## src/rtl/pmkw_pkg.sv

```systemverilog
// ----------------------------------------------------------------------------
// pmkw_pkg
// Shared widths, kernel codes and coefficient tables for the particle-mesh
// kernel weight unit.
// ----------------------------------------------------------------------------
`default_nettype none

package pmkw_pkg;

    // Fixed-point layout
    localparam int FRAC        = 24;   // fraction bits of the internal format
    localparam int OFFSET_W    = 32;   // offset component, signed Q16.16
    localparam int SPACE_W     = 31;   // grid spacing, unsigned Q15.16
    localparam int NUM_AXES    = 2;    // offset components carried on the bus
    localparam int DIM_DEFAULT = 2;

    // Per-axis evaluation
    localparam int U_W      = 26;      // scaled distance, below 4.0 in Q.24
    localparam int COEF_W   = 10;      // largest coefficient magnitude is 274
    localparam int NUM_COEF = 6;
    localparam int ACC_W    = 36;      // Horner accumulator, signed Q.24
    localparam int ABS_W    = 32;
    localparam int SCL_W    = 2 * ABS_W;
    localparam int MAG_W    = 26;      // per-axis magnitude, Q.24

    // Product and spacing divisions
    localparam int PROD_W  = 28;
    localparam int QUOT_W  = 41;       // holds the cap value 2^40
    localparam int SHIFT_Q = 16;
    localparam int OUT_SHIFT = FRAC - 16;

    localparam logic [U_W-1:0] U_ONE   = U_W'(64'd1 << FRAC);
    localparam logic [U_W-1:0] U_TWO   = U_W'(64'd2 << FRAC);
    localparam logic [U_W-1:0] U_THREE = U_W'(64'd3 << FRAC);

    localparam logic [QUOT_W-1:0] MAG_CAP = QUOT_W'(64'd1 << 40);

    // Reciprocals for the kernel denominators (exact for 32-bit dividends)
    localparam logic [ABS_W-1:0] RECIP3  = 32'hAAAA_AAAB;
    localparam int               SH3     = 33;
    localparam logic [ABS_W-1:0] RECIP15 = 32'h8888_8889;
    localparam int               SH15    = 35;

    // Kernel codes
    localparam logic [1:0] KERN_HAT   = 2'd0;
    localparam logic [1:0] KERN_M4P   = 2'd1;
    localparam logic [1:0] KERN_LAG4  = 2'd2;
    localparam logic [1:0] KERN_QUIN6 = 2'd3;

    localparam logic [SPACE_W-1:0] SPACING_RESET = SPACE_W'(32'h0001_0000);

    typedef logic signed [COEF_W-1:0] coef_t;
    typedef coef_t [NUM_COEF-1:0] coef_set_t;   // index d is the u^d term

    // Number of polynomial pieces of each kernel
    function automatic logic [1:0] piece_count(input logic [1:0] kern);
        logic [1:0] n;
        case (kern)
            KERN_HAT:   n = 2'd1;
            KERN_M4P:   n = 2'd2;
            KERN_LAG4:  n = 2'd2;
            KERN_QUIN6: n = 2'd3;
            default:    n = 2'd0;
        endcase
        return n;
    endfunction

    // Integer coefficients of one piece, times the kernel's denominator
    function automatic coef_set_t coef_lookup(input logic [1:0] kern,
                                              input logic [1:0] piece);
        coef_set_t c;
        c = '0;
        case ({kern, piece})
            {KERN_HAT, 2'd0}:
                c = {COEF_W'(0), COEF_W'(0), COEF_W'(0), COEF_W'(0),
                     COEF_W'(-1), COEF_W'(1)};
            {KERN_M4P, 2'd0}:
                c = {COEF_W'(0), COEF_W'(0), COEF_W'(3), COEF_W'(-5),
                     COEF_W'(0), COEF_W'(2)};
            {KERN_M4P, 2'd1}:
                c = {COEF_W'(0), COEF_W'(0), COEF_W'(-1), COEF_W'(5),
                     COEF_W'(-8), COEF_W'(4)};
            {KERN_LAG4, 2'd0}:
                c = {COEF_W'(0), COEF_W'(0), COEF_W'(3), COEF_W'(-6),
                     COEF_W'(-3), COEF_W'(6)};
            {KERN_LAG4, 2'd1}:
                c = {COEF_W'(0), COEF_W'(0), COEF_W'(-1), COEF_W'(6),
                     COEF_W'(-11), COEF_W'(6)};
            {KERN_QUIN6, 2'd0}:
                c = {COEF_W'(-10), COEF_W'(30), COEF_W'(50), COEF_W'(-150),
                     COEF_W'(-40), COEF_W'(120)};
            {KERN_QUIN6, 2'd1}:
                c = {COEF_W'(5), COEF_W'(-45), COEF_W'(125), COEF_W'(-75),
                     COEF_W'(-130), COEF_W'(120)};
            {KERN_QUIN6, 2'd2}:
                c = {COEF_W'(-1), COEF_W'(15), COEF_W'(-85), COEF_W'(225),
                     COEF_W'(-274), COEF_W'(120)};
            default:
                c = '0;
        endcase
        return c;
    endfunction

endpackage

`default_nettype wire

```

## src/rtl/pmkw_div.sv

```systemverilog
// ----------------------------------------------------------------------------
// pmkw_div
// Pipelined restoring divider, one quotient bit per stage. The dividend's
// upper part must fall below the divisor, otherwise the over flag is raised
// and the quotient is meaningless.
// ----------------------------------------------------------------------------
`default_nettype none

module pmkw_div #(
    parameter int DVD_W  = 56,
    parameter int QUOT_W = 26,
    parameter int SIDE_W = 1,
    parameter int LANES  = 1
) (
    input  logic                                 aclk,
    input  logic                                 aresetn,
    input  logic                                 en,
    input  logic                                 in_valid,
    input  logic [LANES-1:0][DVD_W-1:0]          in_dividend,
    input  logic [pmkw_pkg::SPACE_W-1:0]         in_divisor,
    input  logic [SIDE_W-1:0]                    in_side,
    output logic                                 out_valid,
    output logic [LANES-1:0][QUOT_W-1:0]         out_quot,
    output logic [LANES-1:0]                     out_over,
    output logic [SIDE_W-1:0]                    out_side
);
    import pmkw_pkg::*;

    localparam int HEAD_W = DVD_W - QUOT_W;
    localparam int CMP_W  = (HEAD_W > SPACE_W) ? HEAD_W : SPACE_W;
    localparam int NSTG   = QUOT_W + 1;

    logic [NSTG-1:0]                     valid_reg;
    logic [LANES-1:0][SPACE_W-1:0]       rem_reg  [NSTG];
    logic [LANES-1:0][QUOT_W-1:0]        qd_reg   [NSTG];   // dividend in, quotient out
    logic [LANES-1:0]                    over_reg [NSTG];
    logic [SIDE_W-1:0]                   side_reg [NSTG];

    // Valid bits move with the data
    always_ff @(posedge aclk) begin
        if (!aresetn) begin
            valid_reg <= '0;
        end else if (en) begin
            valid_reg <= {valid_reg[NSTG-2:0], in_valid};
        end
    end

    genvar s, l;
    generate
        for (s = 0; s < NSTG; s++) begin : g_stage
            wire [LANES-1:0][SPACE_W-1:0] rem_next;
            wire [LANES-1:0][QUOT_W-1:0]  qd_next;
            wire [LANES-1:0]              over_next;
            wire [SIDE_W-1:0]             side_next;

            if (s == 0) begin : g_load
                // Load: upper dividend bits become the first remainder
                for (l = 0; l < LANES; l++) begin : g_lane
                    wire [CMP_W-1:0] head;
                    assign head         = CMP_W'(in_dividend[l][DVD_W-1:QUOT_W]);
                    assign over_next[l] = head >= CMP_W'(in_divisor);
                    assign rem_next[l]  = head[SPACE_W-1:0];
                    assign qd_next[l]   = in_dividend[l][QUOT_W-1:0];
                end
                assign side_next = in_side;
            end else begin : g_step
                // One trial subtraction per lane
                for (l = 0; l < LANES; l++) begin : g_lane
                    wire [SPACE_W:0] trial;
                    wire             ge;
                    assign trial = {rem_reg[s-1][l], qd_reg[s-1][l][QUOT_W-1]};
                    assign ge    = trial >= {1'b0, in_divisor};
                    assign rem_next[l] = ge ? SPACE_W'(trial - {1'b0, in_divisor})
                                            : trial[SPACE_W-1:0];
                    assign qd_next[l]   = {qd_reg[s-1][l][QUOT_W-2:0], ge};
                    assign over_next[l] = over_reg[s-1][l];
                end
                assign side_next = side_reg[s-1];
            end

            always_ff @(posedge aclk) begin
                if (en) begin
                    rem_reg[s]  <= rem_next;
                    qd_reg[s]   <= qd_next;
                    over_reg[s] <= over_next;
                    side_reg[s] <= side_next;
                end
            end
        end
    endgenerate

    assign out_valid = valid_reg[NSTG-1];
    assign out_quot  = qd_reg[NSTG-1];
    assign out_over  = over_reg[NSTG-1];
    assign out_side  = side_reg[NSTG-1];

endmodule

`default_nettype wire

```

## config.mk

```make
export PLATFORM = sky130hd
export DESIGN_NAME = pmkw_div
export DESIGN_NICKNAME = d
export VERILOG_FILES = /design/src/rtl/pmkw_pkg.sv /design/src/rtl/pmkw_div.sv
export SDC_FILE = /design/constraint.sdc
export NUM_CORES = 2
export LEC_CHECK = 0
export BUFFER_PORTS_ARGS = -buffer_cell sky130_fd_sc_hd__clkbuf_2
export CAP_MARGIN = 20
export CORE_MARGIN = 5
export CORE_UTILIZATION = 50
export DETAILED_ROUTE_END_ITERATION = 7
export PLACE_DENSITY = 0.66
export SYNTH_ARGS = -nofsm -noshare
export SYNTH_HDL_FRONTEND = slang
export SYNTH_SLANG_ARGS = --single-unit
```

## constraint.sdc

```tcl
create_clock -name aclk -period 11.15 [get_ports aclk]
set_clock_uncertainty 0.15 [all_clocks]
set_input_delay 1.115 -clock aclk [delete_from_list [all_inputs] [get_ports aclk]]
set_output_delay 1.115 -clock aclk [all_outputs]
set_load 0.02 [all_outputs]
```

==> flow_summary.yaml <==
yosys:
  synth_compound_area_frac: 0.176
  yosysTopAreaCellShare: 0.488
  synth_xor_area_frac: 0.0586
  netlist_area_sq_um: 96100
  synth_commonest_cells: "1561 x edfxtp_1, 836 x ha_1, 761 x a21oi_1"
  synthSimpleGateAreaFrac: 0.106
  synth_edf_count: 1561
  synthAdderAreaFrac: 0.114
  ys_types: 101
  synth_seq_cells: 1588
  syn_area_per_cell_sq_um: 11.1
  synth_top_area_cell: "edfxtp_1"
  ys_warn_count: 0
  synth_nets: 9641
  synthTopCellsByArea: "edfxtp_1 49%, ha_1 11%, a21oi_1 4.0%, a21o_1 3.6%, o21ai_0 3.4%"
  syn-instance-count: 8688
  synth_mux_area_frac: 0.0316
  synthArstFlopShare: 0
  synth.most_common_cell: "edfxtp_1"
  synth_top_family_by_area: "compound AO/OA/AOI/OAI gates"
  yosysSeqAreaShare: 0.493
  synthFlopType: "edfxtp_1"
power_and_ir_drop:
  p_sw_w: 0.0127
  p_seq_frac: 0.325
  p_per_area_nw_per_um2: 306
  sw_frac_of_total: 0.394
  combPwrFrac: 0.494
  peakVddDrop_v: 0.000284
  p_int_w: 0.0196
  leakagePower_nw: 42.0
  clkPwrFrac: 0.181
worst_setup_path:
  critPathRequiredTime_ns: 11.59
  cp-start-kind: "input pin"
  path_max_fanout: 27
  worstSetupPathType: "in2reg"
  cpMaxStageDelayCell: "buf_4"
  critical_path.max_stage_delay_ns: 0.56
  cp.arrival_ns: 5.94
  cp-end-kind: "flip-flop"
  rrSetupSlack_ns: 6.47
  crit_path_cell_trace: "buf_2, buf_4, inv_2, ha_1, nor2b_1, o31a_1, o31ai_1, a31oi_1, o2111ai_1, nand2_1, o41ai_2, o21ai_0, xor2_1, mux2_2"
clocking:
  htree_num_levels: 4
  numCtsBuffers: 179
  cts.sinks: 1588
  cts_resized: 0
  post_cts_buffers: 0
  cts_tree: "built"
  hold_buffers: 0
  clkTransAtPathRegs_ns: 0.06
  cts_root_buf: "clkbuf_16"
  clock_path_buffers: 3
  clk_latency_ns: 0.85
routing:
  postRouteAntennaNets: 0
  drt_drc_violations_left: 0
  drtIter0Drc: 5658
  firstDrtPassIters: 6
  routed_wl_microns: 241000
  vias: 68495
  via_per_inst: 5.94
  wl_per_cell_microns: 20.9
place:
  io_buffer_count: 120
  pre_cts_ws_ns: 4.83
  place_congestion: 0.905
  dp.final_hpwl_microns: 168000
  placed_cells: 11204
floorplanning:
  die_h_microns: 449
  start_util: 0.501
  ioPinCount: 121
  core.rowCount: 161
  die_x_microns: 449
  dieArea_sq_um: 201000
  core_sq_um: 192000
global_route:
  grt_pass1_vias: 66120
  grt_use_total: 0.232
  grt-ovfl-total: 0
  grt_max_degree: 180
  grt_pass1_wl_microns: 372000
  antenna_found_initial: 12
sta:
  fin_crit_sh: 0.493
  hold_slack_ns: 0.236
  finalSetupTns_ns: 0
  slew_headroom: 0.280
  min_period_ns: 5.50
  setup_viol: 0
  fmax_mhz: 182
  hold_viol_final: 0
  setup_ws_ns: 5.65
  worstMarginPinSlew_ns: 1.08
  slew_viol_final: 0
  rsz0062_at_grt: "false"
layout:
  syn_to_final_growth_pct: 9.98
  multi_input_area_sq_um: 47000
  layout-drive-gt1-share: 0.0897
  fin_nets: 9815
  fillers: 16417
  largest_register_ff_count: 805
  regArea_sq_um: 47400
  fin_cells: 11534
worst_hold_path:
  hp-class: "reg2reg"
run:
  drv_cap: 0
outcome:
  status: "complete, no violations"
worst max-delay path: cells and delay by family:
kind,cells,cell delay (ns)
compound gates,6,1.88
mux,1,0.27
fa+ha+maj,1,0.49
simple gates,2,0.27
xor+xnor,1,0.17
buf+inv,3,1.65
placed cells by master (no fill, tap or decap), types with 74 or more instances in the layout:
cell type | synthesis | routed
nand4_1 | 114 | 114
xor2_1 | 275 | 275
buf_4 | 9 | 74
xnor2_1 | 368 | 368
mux2_2 | 223 | 223
nand3_1 | 127 | 126
a21o_1 | 456 | 456
nand2b_1 | 112 | 112
o21a_1 | 122 | 122
a21oi_1 | 761 | 760
o21bai_1 | 80 | 80
a31oi_1 | 81 | 79
inv_1 | 261 | 231
nand2_1 | 736 | 736
nor2_1 | 522 | 520
clkbuf_2 | 0 | 118
o21ai_0 | 650 | 650
nor2b_1 | 151 | 151
ha_1 | 836 | 836
clkbuf_16 | 0 | 181
edfxtp_1 | 1561 | 1561
and3_1 | 93 | 93
nor3_1 | 124 | 124
worst paths after layout:
path | startpoint | to | cells after the start
setup reg to reg | qd_reg[10][25] | rem_reg[2][96] | 13
setup / recovery | in_divisor[1] | rem_reg[4][25] | 14
hold reg to reg | qd_reg[18][6] | qd_reg[19][7] | 0
hold / removal | qd_reg[18][6] | qd_reg[19][7] | 0
layer usage:
metal	part of all wire	vias up	routed length (microns)	GRT usage
li1	-	33321	-	-
met4	0.034	0	8100	0.0770
met1	0.43	32901	104000	0.305
met2	0.49	1818	117000	0.398
met3	0.048	455	11500	0.0316
met5	0	-	0	0
through the flow:
step / cell area [sq um] / util / power [W]
after detailed placement: 99800 / 0.520 / 0.0263
final: 106000 / 0.551 / 0.0323
after global placement: 99800 / 0.520 / 0.0261
after floorplan: 96100 / - / 0.0224
after global routing: 106000 / 0.551 / 0.0347
after CTS: 106000 / 0.550 / 0.0324
cell families after synthesis:
logic type / Yosys count
compound gates: 2682
xor+xnor: 643
simple gates: 2164
buf+inv: 475
mux: 275
fa+ha+maj: 861
flops: 1588
area by class of cell:
class | instances | area share
flip-flops and latches | 1588 | 0.448
multi-input cells | 6625 | 0.444
clock buffers | 219 | 0.0443
well taps | 2526 | 0.0299
repair buffers | 204 | 0.0132
clock inverters | 106 | 0.0106
inverters | 264 | 0.00940
diodes | 2 | 0.0000473
power groups by stage:
stage	clock (W)	sequential, W	combinational (W)
floorplan	0	0.00997	0.0125
global placement	0	0.0106	0.0154
detailed placement	0	0.0106	0.0157
CTS	0.00602	0.0105	0.0158
global route	0.00628	0.0107	0.0178
finish	0.00583	0.0105	0.0160
Power figures use the tool's default switching activity.
